$ cat src/rtl/mps_pkg.sv
// ----------------------------------------------------------------------------
// mps_pkg
// types and constants shared by the modem power sequencer
// ----------------------------------------------------------------------------
package mps_pkg;

    localparam int unsigned RegCount  = 6;
    localparam int unsigned AddrWidth = 5;
    localparam int unsigned DataWidth = 32;

    // register indexes
    typedef enum logic [2:0] {
        REG_LEVEL_A    = 3'd0,
        REG_LEVEL_B    = 3'd1,
        REG_LEVEL_C    = 3'd2,
        REG_LEVEL_D    = 3'd3,
        REG_UP_WAIT    = 3'd4,
        REG_DOWN_WAIT  = 3'd5
    } reg_index_t;

    localparam logic [7:0] LevelAReset  = 8'd10;
    localparam logic [7:0] LevelBReset  = 8'd25;
    localparam logic [7:0] LevelCReset  = 8'd49;
    localparam logic [7:0] LevelDReset  = 8'd74;
    localparam logic [7:0] UpWaitReset   = 8'd20;
    localparam logic [7:0] DownWaitReset = 8'd2;

    // power event codes
    localparam logic [1:0] PEV_NONE  = 2'd0;
    localparam logic [1:0] PEV_DOWN  = 2'd1;
    localparam logic [1:0] PEV_ABORT = 2'd2;

    // activation command codes
    localparam logic [1:0] CMD_NONE     = 2'd0;
    localparam logic [1:0] CMD_ACTIVE   = 2'd1;
    localparam logic [1:0] CMD_INACTIVE = 2'd2;

    // reported sequence codes
    localparam logic [2:0] RPT_IDLE      = 3'd0;
    localparam logic [2:0] RPT_WAIT_PWR  = 3'd1;
    localparam logic [2:0] RPT_WAIT_ACT  = 3'd2;
    localparam logic [2:0] RPT_ACTIVE    = 3'd3;
    localparam logic [2:0] RPT_DACT      = 3'd4;
    localparam logic [2:0] RPT_WAIT_DACT = 3'd5;

    typedef enum logic [5:0] {
        SEQ_IDLE      = 6'b000001,
        SEQ_WAIT_PWR  = 6'b000010,
        SEQ_WAIT_ACT  = 6'b000100,
        SEQ_ACTIVE    = 6'b001000,
        SEQ_DACT      = 6'b010000,
        SEQ_WAIT_DACT = 6'b100000
    } seq_state_t;

    typedef struct packed {
        logic       off_request_pin;
        logic       modem_switch;
        logic       link_connected;
        logic       link_idle;
        logic [7:0] signal_level;
        logic       halt_request;
    } item_t;

    typedef struct packed {
        logic       heartbeat;
        logic       modem_power;
        logic       link_led;
        logic [3:0] level_bar;
        logic [1:0] power_event;
        logic [1:0] activate_command;
        logic       idle_timeout_warning;
        logic [2:0] sequence_state;
    } result_t;

    function automatic logic [2:0] seq_code(input seq_state_t s);
        logic [2:0] code;
        code = RPT_IDLE;
        unique case (s)
            SEQ_IDLE:      code = RPT_IDLE;
            SEQ_WAIT_PWR:  code = RPT_WAIT_PWR;
            SEQ_WAIT_ACT:  code = RPT_WAIT_ACT;
            SEQ_ACTIVE:    code = RPT_ACTIVE;
            SEQ_DACT:      code = RPT_DACT;
            SEQ_WAIT_DACT: code = RPT_WAIT_DACT;
            default:       code = RPT_IDLE;
        endcase
        return code;
    endfunction

endpackage

$ cat src/rtl/modem_power_sequencer.sv
// The sequencer takes one tick item per clock cycle while item_ready is high and returns
// exactly one result item per tick. A tick's result is computed in the cycle it is accepted
// and held from the next cycle on in the output register, or in a second result register
// behind it while the first result waits, so item_ready only drops when both are full.
// Thresholds and wait lengths are written over the APB port at byte addresses 0x00 to 0x14;
// the user must write them only while no tick is in flight, as the block does not enforce it.
// ----------------------------------------------------------------------------
// modem_power_sequencer
// modem power/activation sequencing, power-off pin tracking and signal-level bar
// ----------------------------------------------------------------------------
module modem_power_sequencer
    import mps_pkg::*;
(
    input  logic                 clk,
    input  logic                 rst_n,

    input  logic                 item_valid,
    output logic                 item_ready,
    input  item_t                item,

    output logic                 result_valid,
    input  logic                 result_ready,
    output result_t              result,

    input  logic                 psel,
    input  logic                 penable,
    input  logic                 pwrite,
    input  logic [AddrWidth-1:0] paddr,
    input  logic [DataWidth-1:0] pwdata,
    output logic [DataWidth-1:0] prdata,
    output logic                 pready
);

    // configuration registers
    logic [7:0] level_a_reg, level_b_reg, level_c_reg, level_d_reg;
    logic [7:0] up_wait_reg, down_wait_reg;

    // sequencer state
    seq_state_t seq_state_reg, seq_state_next;
    logic       last_switch_reg, last_switch_next;
    logic       started_reg, started_next;
    logic       pending_reg, pending_next;
    logic       halted_reg, halted_next;
    logic       blink_reg, blink_next;
    logic       led_reg, led_next;
    logic       power_reg, power_next;
    logic [7:0] elapsed_reg, elapsed_next;
    logic [3:0] bar_reg, bar_next;

    // output buffer
    logic    out_valid_reg, skid_valid_reg;
    result_t out_item_reg, skid_item_reg;
    result_t res_next;

    logic       item_accept, result_accept, cfg_write;
    reg_index_t cfg_index;
    logic [1:0] pev, cmd;
    logic       warn;
    logic       apply_switch;

    assign item_accept   = item_valid && item_ready;
    assign result_accept = result_valid && result_ready;
    assign item_ready    = !skid_valid_reg;
    assign result_valid  = out_valid_reg;
    assign result        = out_item_reg;

    // ---------------- configuration port ----------------
    assign pready    = 1'b1;
    assign cfg_index = reg_index_t'(paddr[AddrWidth-1:2]);
    assign cfg_write = psel && penable && pwrite && pready;

    always_comb
    begin
        prdata = '0;
        unique case (cfg_index)
            REG_LEVEL_A:   prdata = {24'd0, level_a_reg};
            REG_LEVEL_B:   prdata = {24'd0, level_b_reg};
            REG_LEVEL_C:   prdata = {24'd0, level_c_reg};
            REG_LEVEL_D:   prdata = {24'd0, level_d_reg};
            REG_UP_WAIT:   prdata = {24'd0, up_wait_reg};
            REG_DOWN_WAIT: prdata = {24'd0, down_wait_reg};
            default:       prdata = '0;
        endcase
    end

    always_ff @(posedge clk or negedge rst_n)
    begin
        if (!rst_n)
        begin
            level_a_reg   <= LevelAReset;
            level_b_reg   <= LevelBReset;
            level_c_reg   <= LevelCReset;
            level_d_reg   <= LevelDReset;
            up_wait_reg   <= UpWaitReset;
            down_wait_reg <= DownWaitReset;
        end
        else if (cfg_write)
        begin
            unique case (cfg_index)
                REG_LEVEL_A:   level_a_reg   <= pwdata[7:0];
                REG_LEVEL_B:   level_b_reg   <= pwdata[7:0];
                REG_LEVEL_C:   level_c_reg   <= pwdata[7:0];
                REG_LEVEL_D:   level_d_reg   <= pwdata[7:0];
                REG_UP_WAIT:   up_wait_reg   <= pwdata[7:0];
                REG_DOWN_WAIT: down_wait_reg <= pwdata[7:0];
                default:       ;
            endcase
        end
    end

    // ---------------- tick logic ----------------
    always_comb
    begin
        seq_state_next   = seq_state_reg;
        last_switch_next = last_switch_reg;
        started_next     = started_reg;
        pending_next     = pending_reg;
        halted_next      = halted_reg | item.halt_request;
        blink_next       = blink_reg;
        led_next         = led_reg;
        power_next       = power_reg;
        elapsed_next     = elapsed_reg;
        bar_next         = bar_reg;
        pev              = PEV_NONE;
        cmd              = CMD_NONE;
        warn             = 1'b0;
        apply_switch     = !started_reg || (item.modem_switch != last_switch_reg);

        if (!halted_next)
        begin
            if (elapsed_reg != 8'hff)
                elapsed_next = elapsed_reg + 8'd1;

            if (item.off_request_pin)
            begin
                pending_next = 1'b1;
                pev          = PEV_DOWN;
            end
            else if (pending_reg)
            begin
                pending_next = 1'b0;
                pev          = PEV_ABORT;
            end

            // first tick applies the switch whatever its level
            if (apply_switch)
            begin
                started_next     = 1'b1;
                last_switch_next = item.modem_switch;
                if (item.modem_switch)
                begin
                    power_next     = 1'b1;
                    seq_state_next = SEQ_WAIT_PWR;
                    elapsed_next   = 8'd0;
                end
                else
                begin
                    seq_state_next = SEQ_DACT;
                end
            end

            unique case (seq_state_next)
                SEQ_WAIT_PWR:
                begin
                    if (elapsed_next >= up_wait_reg)
                    begin
                        cmd            = CMD_ACTIVE;
                        seq_state_next = SEQ_WAIT_ACT;
                    end
                    else
                    begin
                        blink_next = !blink_reg;
                        led_next   = !blink_reg;
                    end
                end
                SEQ_WAIT_ACT:
                begin
                    if (item.link_connected)
                    begin
                        led_next       = 1'b1;
                        blink_next     = 1'b1;
                        seq_state_next = SEQ_ACTIVE;
                    end
                    else
                    begin
                        blink_next = !blink_reg;
                        led_next   = !blink_reg;
                    end
                end
                SEQ_DACT:
                begin
                    cmd            = CMD_INACTIVE;
                    led_next       = 1'b1;
                    elapsed_next   = 8'd0;
                    seq_state_next = SEQ_WAIT_DACT;
                end
                SEQ_WAIT_DACT:
                begin
                    if (elapsed_next >= down_wait_reg)
                    begin
                        warn           = !item.link_idle;
                        power_next     = 1'b0;
                        led_next       = 1'b0;
                        blink_next     = 1'b0;
                        seq_state_next = SEQ_IDLE;
                    end
                end
                default: ;
            endcase

            bar_next = {item.signal_level > level_a_reg,
                        item.signal_level > level_b_reg,
                        item.signal_level > level_c_reg,
                        item.signal_level > level_d_reg};
        end

        res_next.heartbeat            = !halted_next;
        res_next.modem_power          = power_next;
        res_next.link_led             = led_next;
        res_next.level_bar            = bar_next;
        res_next.power_event          = pev;
        res_next.activate_command     = cmd;
        res_next.idle_timeout_warning = warn;
        res_next.sequence_state       = seq_code(seq_state_next);
    end

    always_ff @(posedge clk or negedge rst_n)
    begin
        if (!rst_n)
        begin
            seq_state_reg   <= SEQ_IDLE;
            last_switch_reg <= 1'b0;
            started_reg     <= 1'b0;
            pending_reg     <= 1'b0;
            halted_reg      <= 1'b0;
            blink_reg       <= 1'b1;
            led_reg         <= 1'b1;
            power_reg       <= 1'b0;
            elapsed_reg     <= 8'd0;
            bar_reg         <= 4'hf;
        end
        else if (item_accept)
        begin
            seq_state_reg   <= seq_state_next;
            last_switch_reg <= last_switch_next;
            started_reg     <= started_next;
            pending_reg     <= pending_next;
            halted_reg      <= halted_next;
            blink_reg       <= blink_next;
            led_reg         <= led_next;
            power_reg       <= power_next;
            elapsed_reg     <= elapsed_next;
            bar_reg         <= bar_next;
        end
    end

    // ---------------- result buffer ----------------
    always_ff @(posedge clk or negedge rst_n)
    begin
        if (!rst_n)
        begin
            out_valid_reg  <= 1'b0;
            skid_valid_reg <= 1'b0;
        end
        else
        begin
            if (!out_valid_reg || result_accept)
            begin
                // output slot frees up: older skid item goes first
                if (skid_valid_reg)
                begin
                    out_valid_reg  <= 1'b1;
                    skid_valid_reg <= 1'b0;
                end
                else
                begin
                    out_valid_reg <= item_accept;
                end
            end
            else if (item_accept)
            begin
                skid_valid_reg <= 1'b1;
            end
        end
    end

    always_ff @(posedge clk)
    begin
        if (!out_valid_reg || result_accept)
        begin
            if (skid_valid_reg)
                out_item_reg <= skid_item_reg;
            else if (item_accept)
                out_item_reg <= res_next;
        end
        if (item_accept && out_valid_reg && !result_accept)
            skid_item_reg <= res_next;
    end

    // ---------------- assertions ----------------
    a_halt_sticky: assert property (@(posedge clk) disable iff (!rst_n)
        halted_reg |=> halted_reg)
        else $error("halted flag cleared without reset");

    a_skid_behind_out: assert property (@(posedge clk) disable iff (!rst_n)
        skid_valid_reg |-> out_valid_reg)
        else $error("skid stage holds an item while output register is empty");

    a_halt_freezes: assert property (@(posedge clk) disable iff (!rst_n)
        (item_accept && halted_reg) |=>
            ($stable(seq_state_reg) && $stable(power_reg) && $stable(elapsed_reg)))
        else $error("state moved after halt");

    a_halt_result: assert property (@(posedge clk) disable iff (!rst_n)
        (item_accept && (halted_reg || item.halt_request)) |->
            (!res_next.heartbeat && res_next.power_event == PEV_NONE
             && res_next.activate_command == CMD_NONE))
        else $error("halted tick emitted an event");

endmodule
$ cat config.mk
export PLATFORM = sky130hd
export DESIGN_NAME = modem_power_sequencer
export DESIGN_NICKNAME = d
export VERILOG_FILES = /design/src/rtl/mps_pkg.sv /design/src/rtl/modem_power_sequencer.sv
export SDC_FILE = /design/constraint.sdc
export NUM_CORES = 1
export LEC_CHECK = 0
export BUFFER_PORTS_ARGS = -buffer_cell sky130_fd_sc_hd__buf_2
export CORE_UTILIZATION = 40
export DETAILED_ROUTE_END_ITERATION = 10
export MAX_ROUTING_LAYER = met4
export PLACE_DENSITY_LB_ADDON = 0.05
export SETUP_SLACK_MARGIN = 0.3
export SYNTH_ARGS = -nofsm -noshare
export SYNTH_HDL_FRONTEND = slang
export SYNTH_SLANG_ARGS = --single-unit
$ cat constraint.sdc
create_clock -name clk -period 4.33 [get_ports clk]
set_input_delay 0.866 -clock clk [delete_from_list [all_inputs] [get_ports clk]]
set_output_delay 0.866 -clock clk [all_outputs]
set_load 0.02 [all_outputs]
After elaboration in Yosys (flattened, before gate mapping)
Index checks and enable logic that the tools add are counted.

Output and inout port bits: 50. Word-level logic and storage cells: 134. Flip-flop bits (word level): 105. Input port bits: 57.

Mux-type cells: 44. Equality and inequality tests: 18. Bitwise gates (word level): 2. Reduce and logical (&&, ||, !) cells: 29. $lt $le $gt $ge: 6. Add/sub/neg operators: 1.

Operators with widths (count): case mux 8 bit (6 select lines) (1); two-way mux 8 bit (5); two-way mux 6 bit (6); greater-than comparator 8 bit (4); two-way mux 15 bit (2); case mux 6 bit (4 select lines) (1); two-way mux 1 bit (19); greater-or-equal comparator 8 bit (2); AND reduction 2 bit (8); case mux 3 bit (5 select lines) (1); == test 6 x 2 -> 1 bit, second input constant (2); == test 6 x 3 -> 1 bit, second input constant (2); == test 6 x 5 -> 1 bit, second input constant (2); == test 6 bit, second input constant (2); adder 8 x 1 -> 8 bit, second input constant (1); two-way mux 2 bit (4); inequality test 8 bit, second input constant (1); zero test 1 bit (7); == test 3 x 2 -> 1 bit, second input constant (2); == test 3 bit, second input constant (2); == test 6 x 4 -> 1 bit, second input constant (1); logical AND 1 bit (6); two-way mux 5 bit (1); AND reduction 5 bit (1); other kinds (14) (17).

Depth between registers and ports, before layout
Gate-level depths: netlist of the first run.

Depth in word-level cells: 13. Mapped depth: 15. Gate-level depth less buffers: 15.

Worst setup path before layout of the first run
Ideal clock, no wire load.

Path type: in2reg. Start: in item[11] in the netlist's numbering. End: reg out_item_reg (netlist bit result[0]), data pin. Required time: 4.165 ns. Buffers on the path: 0. Setup time: 0.165 ns. Cell stages on the path: 13. Setup slack: 0.727 ns. Arrival: 3.438 ns. Cells stage by stage: xnor2_2 -> nand2_2 -> nand2_1 -> o21ai_0 -> a31oi_1 -> ha_1 -> or3_1 -> a21oi_1 -> o31ai_2 -> a21oi_1 -> a221oi_2 -> mux2_4 -> o31ai_2.

Longest elaborated chain between the ends: 12. Elaborated cells on any way between the ends: 27. Classes of those cells: order compare (2); eq/ne (10); mux (14); reduce/logical (1).

Ends and longest elaborated chain: from (decl) (line modem_power_sequencer.sv:19) `input item_t item,`; inequality test 1 bit (line modem_power_sequencer.sv:127) `apply_switch = !started_reg || (item.modem_switch != last_switch_reg);`; logical OR 1 bit (line modem_power_sequencer.sv:127); two-way mux 8 bit (line modem_power_sequencer.sv:146) `if (apply_switch)`; two-way mux 8 bit (line modem_power_sequencer.sv:129) `if (!halted_next)`; greater-or-equal comparator 8 bit, on equally long branches (line modem_power_sequencer.sv:199, modem_power_sequencer.sv:165); two-way mux 6 bit, on equally long branches (line modem_power_sequencer.sv:199, modem_power_sequencer.sv:165); case mux 6 bit (4 select lines) (*) (line modem_power_sequencer.sv:162) `unique case (seq_state_next)`; two-way mux 6 bit (*) (line modem_power_sequencer.sv:129); == test 6 bit, or another cell as far along (line mps_pkg.sv:78) `unique case (s)`; case mux 3 bit (5 select lines) (*) (line mps_pkg.sv:78); two-way mux 15 bit (*) (line modem_power_sequencer.sv:293) `else if (item_accept)`; two-way mux 15 bit (*) (line modem_power_sequencer.sv:291) `if (skid_valid_reg)`; to (signal assigned) (line modem_power_sequencer.sv:292) `out_item_reg <= skid_item_reg;`; to (signal assigned) (line modem_power_sequencer.sv:294) `out_item_reg <= res_next;`; to (decl) (line modem_power_sequencer.sv:52) `result_t out_item_reg, skid_item_reg;`.

Every way passes the cells marked *; elsewhere a longest branch is shown, timed or not. The select of a mux whose other input is x is not followed. A chain may end at the register's enable or synchronous reset.

Final worst setup path of the first run
Start: reg elapsed_reg[0]. End: reg out_item_reg (netlist bit result[0]), data pin.

Longest elaborated chain between the ends: 13. Elaborated cells on any way between the ends: 20. Classes of those cells: add/sub (1); order compare (2); eq/ne (6); mux (11).

Ends and longest elaborated chain: from (decl) (line modem_power_sequencer.sv:47) `logic [7:0] elapsed_reg, elapsed_next;`; from (signal assigned) (line modem_power_sequencer.sv:252) `elapsed_reg <= elapsed_next;`; adder 8 x 1 -> 8 bit or inequality test 8 bit (tied branches) (line modem_power_sequencer.sv:132, modem_power_sequencer.sv:131); two-way mux 8 bit (*) (line modem_power_sequencer.sv:131) `if (elapsed_reg != 8'hff)`; two-way mux 8 bit (line modem_power_sequencer.sv:150) `if (item.modem_switch)`; two-way mux 8 bit (*) (line modem_power_sequencer.sv:146); two-way mux 8 bit (*) (line modem_power_sequencer.sv:129); greater-or-equal comparator 8 bit, on equally long branches (line modem_power_sequencer.sv:199, modem_power_sequencer.sv:165); two-way mux 6 bit, on equally long branches (line modem_power_sequencer.sv:199, modem_power_sequencer.sv:165); case mux 6 bit (4 select lines) (*) (line modem_power_sequencer.sv:162); two-way mux 6 bit (*) (line modem_power_sequencer.sv:129); == test 6 bit, or another cell as far along (line mps_pkg.sv:78); case mux 3 bit (5 select lines) (*) (line mps_pkg.sv:78); two-way mux 15 bit (*) (line modem_power_sequencer.sv:293); two-way mux 15 bit (*) (line modem_power_sequencer.sv:291).

Marked as above.

==> results.txt, run 1 <==
----------------------------------------------------
[Die]
  Rows ... 46
  Die area ... roughly 0.017 mm^2
  Number of I/O pins ... between 100 and 150
  Area inside the core boundary ... around 0.016 mm^2
  Die Wd ... between 100 and 150 um
  DIE HEIGHT ... approximately 130 um
  Initial core utilization ... 0.413

[Place]
  HPWL after detailed placement ... 12000 um
  Last weighted congestion value of the routability-driven placer ... slightly above 0.8
  Number of buffers inserted by port buffering ... 55

[Routing]
  Post-detailed-route wirelength per cell ... about 17 um
  Detail Route Antenna Nets ... 0
  Via count normalized by instance count ... about 5.3
  Total number of vias ... between 5000 and 6000
  First DRT Iteration DRCs ... around 260
  Number of optimization iterations in the first detailed-route pass ... 4
  Total wire length ... about 16000 um
  Detailed-route DRC error count ... 0

[Setup path]
  Buf+Inv Stages, Crit Path ... 0
  CP Max Fanout ... 6
  Max stage delay on crit path ... about 0.44 ns
  Startpoint type of the worst setup path ... flip-flop
  Standard cell with the maximum stage delay on the critical path ... sky130_fd_sc_hd__a2111o_1
  Most Frequent Cell on Critical Path ... sky130_fd_sc_hd__ha_1
  Worst Setup Path Type ... flip-flop to flip-flop
  CP cell instances ... ha_1 -> and3_1 -> and3_2 -> nand3_2 -> xor2_1 -> nand2_1 -> ha_1 -> nand2b_1 -> a2111o_1 -> a31o_2 -> o221ai_1 -> o211ai_1 -> mux2_4 -> o31ai_2
  Critical path endpoint category ... flip-flop
  Endpoint required time on the critical path ... ~4.5 ns
  CP delay by family, top ... compound AO/OA/AOI/OAI gates
  Data arrival at the endpoint of the critical path ... approximately 4.0 ns

[Logic synthesis]
  Sequential share of the synthesized area ... 0.423
  Number of synthesized flops with an enable pin ... 30
  Dominant cell type by area after synthesis ... sky130_fd_sc_hd__dfrtp_1
  Warning count from the yosys run ... 0
  Fraction of synthesized cell area taken by the top area cell type ... 0.204
  Post-Syn Area ... between 0.006 and 0.007 mm^2
  Predominant post-synthesis flop cell ... sky130_fd_sc_hd__dfrtp_1
  Flip-flop and latch count after synthesis ... between 100 and 150
  Yosys cell types ... 75
  Cell count after synthesis ... 670
  Mean area per synthesized cell ... about 10 um^2
  Fraction of registers with async set or reset after synthesis ... 0.714
  Dominant cells by area after synthesis ... sky130_fd_sc_hd__dfrtp_1, sky130_fd_sc_hd__edfxtp_1, sky130_fd_sc_hd__ha_1

[Timing]
  Setup Viol. Count Final ... 0
  Transition time of the tightest slew-check pin ... 0.896 ns
  Number of pins with negative max-slew slack in the final report ... 0
  Final-layout setup total negative slack ... 0 ns
  Worst hold slack across all endpoints ... roughly 0.48 ns
  Relative slew slack ... 0.400
  Time the final worst path needs with I/O delays and setup ... roughly 3.8 ns
  Setup repair after global routing missed its margin ... false
  Final Hold Viols ... 0
  Timing-limited maximum frequency ... about 260 MHz
  Period Utilization, post-route ... 0.878
  Skew final ... between 0.01 and 0.015 ns

[Power and ir drop]
  Peak supply drop ... 0.219 mV
  Pwr Density ... 396 mW/mm^2
  Pleak ... approximately 3.4 nW

[Global routing]
  Final global-route overflow total ... 0
  Tot GR Track Use ... 0.205
  Via count of the first global-routing pass ... between 4000 and 5000
  Global-route wire length before repair ... 25600 um
  Initial antenna violation count ... 0
  Pin count of the biggest net entering global routing ... 51

[Cells and area]
  Area growth, synth to finish ... 11.3%
  Number of filler instances in the final layout ... ~1600
  Layout cell share with drive strength beyond 1 ... 0.229
  Antenna diode instance count ... 0
  Commonest non-fill, non-tap cells in the layout ... sky130_fd_sc_hd__nand2_1, sky130_fd_sc_hd__o21ai_0, sky130_fd_sc_hd__dfrtp_1, sky130_fd_sc_hd__buf_2
  Net count reported at finish ... 829
  Most frequent standard cell in the layout excluding fill and tap cells ... sky130_fd_sc_hd__nand2_1

[CTS]
  Clock Latency Late Sink ... about 0.35 ns
  Clock H-tree levels ... 3
  Num Clock Sinks ... ~110
  Clock buffers created by TritonCTS ... 9
  Maximum buffer depth of the clock tree ... 2
  Clock tree from TritonCTS ... done
  Post-CTS clock slew at the launch and capture registers of the worst setup and hold paths ... 0.08 ns
  Clk root buf ... sky130_fd_sc_hd__clkbuf_16
  Total of hold buffers inserted after clock tree synthesis ... 0

[Status]
  Run status ... complete, no violations

[Hold path]
  Min-delay worst type ... flip-flop to flip-flop

[Job]
  Number of maximum-capacitance constraint violations ... 0

----------------------------------------------------
per-stage QoR:
stage	utilization	total power, mW	instances	cell area (um^2)	worst slack, ns
4_1_cts	0.457	2.93	941	7330	0.405
2_1_floorplan	-	1.90	693	6710	0.727
3_3_place_gp	0.440	2.11	925	7060	0.435
5_1_grt	0.460	3.11	944	7380	0.315
6_report	0.460	2.92	944	7380	0.527
3_5_place_dp	0.440	2.13	925	7060	0.415
repair_timing:
item,CTS,global route
setup endpoints to repair,0,5
setup buffers,0,3
resized for setup,0,5
worst paths after layout:
check                      depth (start not counted)                    endpoint                       start  slack, ns
min                                                2     pending_reg$_DFFE_PN0P_     pending_reg$_DFFE_PN0P_       0.48
max reg2reg                                       14         result[0]$_DFFE_PP_  elapsed_reg[0]$_DFFE_PN0P_       0.53
max in group asynchronous                          2  level_a_reg[1]$_DFFE_PN1P_                       rst_n       2.86
min in group asynchronous                          1  skid_valid_reg$_DFFE_PN0P_                       rst_n       0.56
min reg2reg                                        2     pending_reg$_DFFE_PN0P_     pending_reg$_DFFE_PN0P_       0.48
max                                               14         result[0]$_DFFE_PP_  elapsed_reg[0]$_DFFE_PN0P_       0.53
where the power goes:
group / switching (mW) / leakage, nW / total [mW] / internal, mW
logic: 0.471 / 2.10 / 0.814 / 0.343
clock network: 0.399 / 0.130 / 0.793 / 0.393
registers: 0.116 / 1.16 / 1.31 / 1.20
cells in the mapped netlist (all sizes together), types with 3 or more instances:
library cell	n
inv	50
xor2	4
and3	3
clkbuf	22
a211oi	3
nor3	8
a22o	13
o31ai	5
a22oi	8
nor2b	7
mux2	29
and2	3
mux2i	10
nand2	77
dfrtp	54
o211ai	5
a221oi	5
buf	33
edfxtp	30
or3	4
dfstp	21
o21a	11
ha	49
nor2	28
a21oi	25
xnor2	3
and4	8
nand3	16
a31oi	12
a21o	16
nand4	5
o22ai	6
o21ai	58
o221ai	3
nand2b	11
area by class of cell:
class | count | area, um^2 | share of cell area
clock buffers | 10 | 229 | 0.0310
clock inverters | 6 | 41.3 | 0.00560
inverters | 50 | 188 | 0.0254
multi-input cells | 483 | 3430 | 0.464
flip-flops and latches | 105 | 2800 | 0.380
well taps | 216 | 270 | 0.0366
repair buffers | 74 | 420 | 0.0570
routing by layer:
metal / share of wire / up-vias / GRT usage
met5: 0 / - / -
met2: 0.46 / 111 / 0.316
met1: 0.50 / 2446 / 0.281
met4: 0.012 / 0 / 0.0649
met3: 0.030 / 13 / 0.0224
li1: - / 2475 / -
worst min-delay path, delay by kind of cell, from the launching register on:
family           cells  cell delay, ns
DFF                  1            0.34
and+or+nand+nor      2            0.11
cells by family (layout without fill, tap and decap cells):
logic type / count (synthesis) / after routing / share of synthesized area
AO/OA/AOI/OAI: 184 / 184 / 0.191
adder cells (fa/ha/maj): 49 / 49 / 0.0925
other: 2 / 25 / 0.00113
multiplexers: 40 / 40 / 0.0683
XOR/XNOR: 7 / 7 / 0.0104
buffers and inverters: 105 / 140 / 0.0763
AND/OR/NAND/NOR: 178 / 178 / 0.137
flip-flops: 105 / 105 / 0.423
No activity file was read; power rests on OpenSTA's default activity.
==> run 2: changes to the inputs <==
Settings changed: CORE_UTILIZATION 40 to 58.
==> results.txt, run 2 (same netlist as run 1, synthesis figures left out) <==
----------------------------------------------------
[Status]
  Run status ... complete, no violations

[Cells and area]
  Area of the multi-input gates ... 0.00342 mm^2 (about the same)
  Area growth, synth to finish ... 9.67%
  Net count reported at finish ... 823 (-0.72%)
  Commonest non-fill, non-tap cells in the layout ... sky130_fd_sc_hd__nand2_1, sky130_fd_sc_hd__o21ai_0, sky130_fd_sc_hd__buf_2, sky130_fd_sc_hd__dfrtp_1
  Antenna diode instance count ... 0 (unchanged)
  Final Util ... 0.662 (+0.202)
  Number of filler instances in the final layout ... 866 (-44%)
  Most frequent standard cell in the layout excluding fill and tap cells ... sky130_fd_sc_hd__nand2_1
  Register cell area after layout ... 0.00281 mm^2 (about the same)
  Layout cell share with drive strength beyond 1 ... 0.223 (-0.00640)

[CTS]
  Clock Latency Late Sink ... 0.36 ns (about the same)
  Clk root buf ... sky130_fd_sc_hd__clkbuf_16
  Post-CTS clock slew at the launch and capture registers of the worst setup and hold paths ... 0.07 ns (about the same)
  Clock H-tree levels ... 3 (unchanged)
  Clock buffers created by TritonCTS ... 9 (unchanged)
  Clock tree from TritonCTS ... done
  Num Clock Sinks ... 105 (unchanged)
  Maximum buffer depth of the clock tree ... 2 (unchanged)
  Total of hold buffers inserted after clock tree synthesis ... 0 (unchanged)

[Global routing]
  Via count of the first global-routing pass ... 4889 (+2.3%)
  Initial antenna violation count ... 0 (unchanged)
  Tot GR Track Use ... 0.286 (+0.0818)
  Pin count of the biggest net entering global routing ... 76 (+49%)
  Global-route wire length before repair ... 24900 um (-2.7%)
  Final global-route overflow total ... 0 (unchanged)

[Power and ir drop]
  Pleak ... 3.37 nW (-0.48%)
  Pwr Density ... 406 mW/mm^2 (+2.6%)
  Peak supply drop ... 0.430 mV (+97%)

[Setup path]
  CP Max Fanout ... 6 (unchanged)
  Timing endpoint of the critical path ... result[2]$_DFFE_PP_
  Worst r2r dst ... result[2]$_DFFE_PP_
  Startpoint type of the worst setup path ... flip-flop
  Endpoint required time on the critical path ... 4.49 ns (-0.03 ns)
  Worst-case register-to-register setup slack ... 0.50 ns (-0.03 ns)
  Critical path endpoint category ... flip-flop
  Worst-case reg-to-reg path depth ... 14 (unchanged)
  Start of the worst register-to-register path ... elapsed_reg[0]$_DFFE_PN0P_
  Launch point of the worst path ... elapsed_reg[0]$_DFFE_PN0P_
  Worst Setup Path Type ... flip-flop to flip-flop
  Data arrival at the endpoint of the critical path ... 3.99 ns (about the same)

[Timing]
  Setup repair after global routing missed its margin ... true
  Period Utilization, post-route ... 0.886 (+0.00725)
  Number of pins with negative max-slew slack in the final report ... 0 (unchanged)
  Final Hold Viols ... 0 (unchanged)
  Final-layout setup total negative slack ... 0 ns (unchanged)
  Final worst-path setup slack ... 0.495 ns (-0.0314 ns)
  Setup Viol. Count Final ... 0 (unchanged)
  Time the final worst path needs with I/O delays and setup ... 3.83 ns (+0.0314 ns)
  Transition time of the tightest slew-check pin ... 0.969 ns (+0.0724 ns)
  Timing-limited maximum frequency ... 261 MHz (-0.82%)
  Skew final ... 0.00636 ns (-0.00399 ns)
  Relative slew slack ... 0.352 (-0.0484)

[Place]
  Post-Place Worst Slack ... 0.232 ns (-0.183 ns)
  Last weighted congestion value of the routability-driven placer ... 0.935 (+15%)
  HPWL after detailed placement ... 11400 um (-4.4%)
  Number of buffers inserted by port buffering ... 55 (unchanged)

[Routing]
  Met2 wire len ... 7190 um (-2.4%)
  First DRT Iteration DRCs ... 412 (+60%)
  Detail Route Antenna Nets ... 0 (unchanged)
  Met3 Wirelength ... 885 um (+82%)
  Post-detailed-route wirelength per cell ... 18.0 um (+5.3%)
  M1 wire length ... 7160 um (-12%)
  Via count normalized by instance count ... 6.04 (+13%)
  Total wire length ... 15500 um (-3.8%)
  Number of optimization iterations in the first detailed-route pass ... 5 (+1)
  Uppermost metal layer occupied by signal nets ... met4
  Total number of vias ... 5209 (+3.3%)
  Detailed-route DRC error count ... 0 (unchanged)

[Hold path]
  Min-delay worst type ... flip-flop to flip-flop

[Die]
  DIE HEIGHT ... 109 um (-17%)
  Die Wd ... 109 um (-17%)
  Number of I/O pins ... 107 (unchanged)
  Area inside the core boundary ... 0.0110 mm^2 (-32%)
  Initial core utilization ... 0.603 (+0.191)
  Rows ... 38 (-17%)
  Die area ... 0.0119 mm^2 (-31%)

[Job]
  Number of maximum-capacitance constraint violations ... 0 (unchanged)

----------------------------------------------------
## run 2: how the worst min path moves through the flow
stage               slack, ns                 endpoint                    start  depth (start not counted)
global route             0.50  pending_reg$_DFFE_PN0P_  pending_reg$_DFFE_PN0P_                          2
floorplan                0.44  pending_reg$_DFFE_PN0P_  pending_reg$_DFFE_PN0P_                          2
CTS                      0.48  pending_reg$_DFFE_PN0P_  pending_reg$_DFFE_PN0P_                          2
finish                   0.48  pending_reg$_DFFE_PN0P_  pending_reg$_DFFE_PN0P_                          2
global placement         0.45  pending_reg$_DFFE_PN0P_  pending_reg$_DFFE_PN0P_                          2
detailed placement       0.46    power_reg$_DFFE_PN0P_    power_reg$_DFFE_PN0P_                          2
## run 2: per-layer routing
| layer | vias up | global-route usage |
|---|---|---|
| met2 | 185 | 0.435 |
| li1 | 2461 | - |
| met5 | - | - |
| met3 | 24 | 0.0574 |
| met1 | 2539 | 0.390 |
| met4 | 0 | 0.0772 |
## run 2: layout make-up
cell class	count	area share
Timing Repair Buffer	68	0.0516
Sequential cell	105	0.386
Inverter	50	0.0258
Multi-Input combinational cell	483	0.471
Clock buffer	9	0.0310
Clock inverter	7	0.0103
Tap cell	140	0.0241
## run 2: per-stage QoR
stage                     hold slack [ns]  power (mW)  std cells  area [um^2]
final                               0.485        2.95        862         7270
after detailed placement            0.464        2.12        846         6950
after global placement              0.454        2.08        846         6950
after global routing                0.497        3.12        862         7270
after CTS                           0.484        2.96        862         7250
after floorplan                     0.438        1.90        693         6710
## run 2: worst max-delay path, cell delays in order, from the launching register on
cell and delay, ns:
sky130_fd_sc_hd__dfrtp_2 0.44, sky130_fd_sc_hd__ha_1 0.23, sky130_fd_sc_hd__and3_1 0.22, sky130_fd_sc_hd__and3_2 0.27, sky130_fd_sc_hd__nand3_4 0.13, sky130_fd_sc_hd__xor2_1 0.21
sky130_fd_sc_hd__nand2_1 0.12, sky130_fd_sc_hd__ha_1 0.29, sky130_fd_sc_hd__nand2b_1 0.17, sky130_fd_sc_hd__a2111o_1 0.45, sky130_fd_sc_hd__a31oi_2 0.30, sky130_fd_sc_hd__o22ai_2 0.16
sky130_fd_sc_hd__a22oi_2 0.22, sky130_fd_sc_hd__inv_1 0.09, sky130_fd_sc_hd__o41ai_1 0.33
## run 2: repair_timing
action	CTS	global route
gates resized for setup	0	5
setup buffers	0	0
endpoints found under the setup margin	0	8
## run 2: where the power goes
part	leakage [nW]	switching (mW)	total, mW	internal, mW
clock network	0.151	0.377	0.832	0.455
logic	2.06	0.468	0.802	0.334
registers	1.16	0.118	1.32	1.20
==> run 3: changes to the inputs <==
Settings changed: GPL_TIMING_DRIVEN set to 0, REMOVE_ABC_BUFFERS set to 1.
==> results.txt, run 3 (same netlist as run 1, synthesis figures left out) <==
----------------------------------------------------
[Status]
  Run status ... complete, no violations

[Setup path]
  Endpoint required time on the critical path ... 4.52 ns (+0.03 ns)
  Critical path endpoint category ... flip-flop
  Worst Setup Path Type ... input pin to flip-flop
  Launch point of the worst path ... item[11]
  Data arrival at the endpoint of the critical path ... 4.03 ns (+0.04 ns)
  Startpoint type of the worst setup path ... input pin
  CP Max Fanout ... 13 (+7)
  Start of the worst register-to-register path ... elapsed_reg[0]$_DFFE_PN0P_

[Global routing]
  Via count of the first global-routing pass ... 4849 (-0.82%)
  Tot GR Track Use ... 0.279 (-0.00751)
  Global-route wire length before repair ... 24400 um (-2.1%)
  Final global-route overflow total ... 0 (unchanged)
  Pin count of the biggest net entering global routing ... 48 (-37%)
  Initial antenna violation count ... 0 (unchanged)

[CTS]
  Clock Latency Late Sink ... 0.36 ns (about the same)
  Num Clock Sinks ... 105 (unchanged)
  Clock tree from TritonCTS ... done
  Clock buffers created by TritonCTS ... 9 (unchanged)
  Post-CTS clock slew at the launch and capture registers of the worst setup and hold paths ... 0.07 ns (about the same)
  Clock H-tree levels ... 3 (unchanged)
  Total of hold buffers inserted after clock tree synthesis ... 0 (unchanged)
  Clk root buf ... sky130_fd_sc_hd__clkbuf_16
  Maximum buffer depth of the clock tree ... 2 (unchanged)

[Die]
  Initial core utilization ... 0.603 (unchanged)
  Die area ... 0.0119 mm^2 (unchanged)
  Area inside the core boundary ... 0.0110 mm^2 (unchanged)
  Rows ... 38 (unchanged)
  DIE HEIGHT ... 109 um (unchanged)
  Die Wd ... 109 um (unchanged)
  Number of I/O pins ... 107 (unchanged)

[Cells and area]
  Register cell area after layout ... 0.00280 mm^2 (about the same)
  Antenna diode instance count ... 0 (unchanged)
  Commonest non-fill, non-tap cells in the layout ... sky130_fd_sc_hd__nand2_1, sky130_fd_sc_hd__o21ai_0, sky130_fd_sc_hd__dfrtp_1, sky130_fd_sc_hd__buf_2
  Area of the multi-input gates ... 0.00346 mm^2 (+0.99%)
  Non-filler instance count after layout ... 851 (-1.3%)
  Area growth, synth to finish ... 9.23%
  Number of filler instances in the final layout ... 866 (unchanged)
  Layout cell share with drive strength beyond 1 ... 0.215 (-0.00780)
  Net count reported at finish ... 812 (-1.3%)
  Most frequent standard cell in the layout excluding fill and tap cells ... sky130_fd_sc_hd__nand2_1

[Power and ir drop]
  Tot Pwr ... 2.96 mW (+0.14%)
  Pwr Density ... 408 mW/mm^2 (+0.54%)
  Peak supply drop ... 0.276 mV (-36%)
  Pleak ... 3.32 nW (-1.4%)

[Timing]
  Time the final worst path needs with I/O delays and setup ... 3.84 ns (+0.00691 ns)
  Skew final ... 0.00728 ns (+0.000917 ns)
  Final worst-path setup slack ... 0.489 ns (-0.00690 ns)
  Relative slew slack ... 0.155 (-0.196)
  Number of pins with negative max-slew slack in the final report ... 0 (unchanged)
  Final Hold Viols ... 0 (unchanged)
  Timing-limited maximum frequency ... 260 MHz (-0.18%)
  Worst hold slack across all endpoints ... 0.438 ns (-0.0463 ns)
  Period Utilization, post-route ... 0.887 (+0.00159)
  Setup Viol. Count Final ... 0 (unchanged)
  Setup repair after global routing missed its margin ... false
  Transition time of the tightest slew-check pin ... 1.26 ns (+0.294 ns)

[Routing]
  Total number of vias ... 5117 (-1.8%)
  Detail Route Antenna Nets ... 0 (unchanged)
  Detailed-route DRC error count ... 0 (unchanged)
  Via count normalized by instance count ... 6.01 (-0.50%)
  Total wire length ... 14900 um (-3.7%)
  Post-detailed-route wirelength per cell ... 17.5 um (-2.5%)
  First DRT Iteration DRCs ... 307 (-25%)
  Number of optimization iterations in the first detailed-route pass ... 5 (unchanged)

[Place]
  Cell total after placement ... 834 (-1.4%)
  Number of buffers inserted by port buffering ... 55 (unchanged)
  HPWL after detailed placement ... 11100 um (-3.3%)
  Post-Place Worst Slack ... -0.0819 ns (-0.314 ns)
  Last weighted congestion value of the routability-driven placer ... 0.977 (+4.5%)

[Job]
  Number of maximum-capacitance constraint violations ... 0 (unchanged)

[Hold path]
  Min-delay worst type ... input pin to asynchronous set/reset pin

----------------------------------------------------
-- run 3: layout make-up --
type / count / share of cell area
clock buffer: 10 / 0.0316
clock inverter: 6 / 0.0100
inverter: 50 / 0.0259
multi-input combinational: 483 / 0.478
sequential: 105 / 0.387
tap: 140 / 0.0242
timing repair buffer: 57 / 0.0432
-- run 3: routing by layer --
metal | share of wire | global-route usage | vias up
met5 | 0 | - | -
met4 | 0.020 | 0.0859 | 0
met3 | 0.052 | 0.0592 | 25
met2 | 0.45 | 0.420 | 157
met1 | 0.47 | 0.377 | 2509
li1 | - | - | 2426
-- run 3: per-stage QoR --
step | TNS, ns | cell area, um^2 | utilization
floorplan | 0 | 6400 | -
global placement | -0.0948 | 6850 | 0.623
detailed placement | -0.0819 | 6880 | 0.626
CTS | 0 | 7190 | 0.654
global route | 0 | 7240 | 0.659
finish | 0 | 7240 | 0.659
-- run 3: critical path, cell delays in order --
cell and delay (ns):
sky130_fd_sc_hd__buf_2 0.28, sky130_fd_sc_hd__xnor2_4 0.20, sky130_fd_sc_hd__nand2_2 0.18, sky130_fd_sc_hd__nand2_2 0.19, sky130_fd_sc_hd__o21ai_0 0.10, sky130_fd_sc_hd__a31oi_1 0.29
sky130_fd_sc_hd__ha_1 0.30, sky130_fd_sc_hd__or3_1 0.34, sky130_fd_sc_hd__a21oi_1 0.26, sky130_fd_sc_hd__o31ai_4 0.13, sky130_fd_sc_hd__nand3_2 0.16, sky130_fd_sc_hd__o2111ai_1 0.19
sky130_fd_sc_hd__mux2_4 0.32, sky130_fd_sc_hd__o31ai_2 0.21
-- run 3: power breakdown --
group	total (mW)	leakage, nW	internal [mW]	switching, mW
sequential	1.32	1.16	1.20	0.118
combinational	0.795	2.02	0.335	0.460
clock	0.843	0.144	0.456	0.387
-- run 3: path summary, 6_finish.rpt --
| check | to | slack, ns | depth (start not counted) |
|---|---|---|---|
| max reg2reg | result[0]$_DFFE_PP_ | 0.55 | 15 |
| max | result[0]$_DFFE_PP_ | 0.49 | 14 |
| min in group clk | pending_reg$_DFFE_PN0P_ | 0.48 | 2 |
| max in group asynchronous | level_d_reg[1]$_DFFE_PN1P_ | 3.27 | 2 |
| min | level_a_reg[5]$_DFFE_PN0P_ | 0.44 | 1 |
| min reg2reg | pending_reg$_DFFE_PN0P_ | 0.48 | 2 |
-- run 3: what timing repair did --
item                       4_1_cts  5_1_grt
buffers inserted                 0        1
setup endpoints to repair        2        6
cloned                           0        0
pin swaps                        0        1
resized for setup                1        7
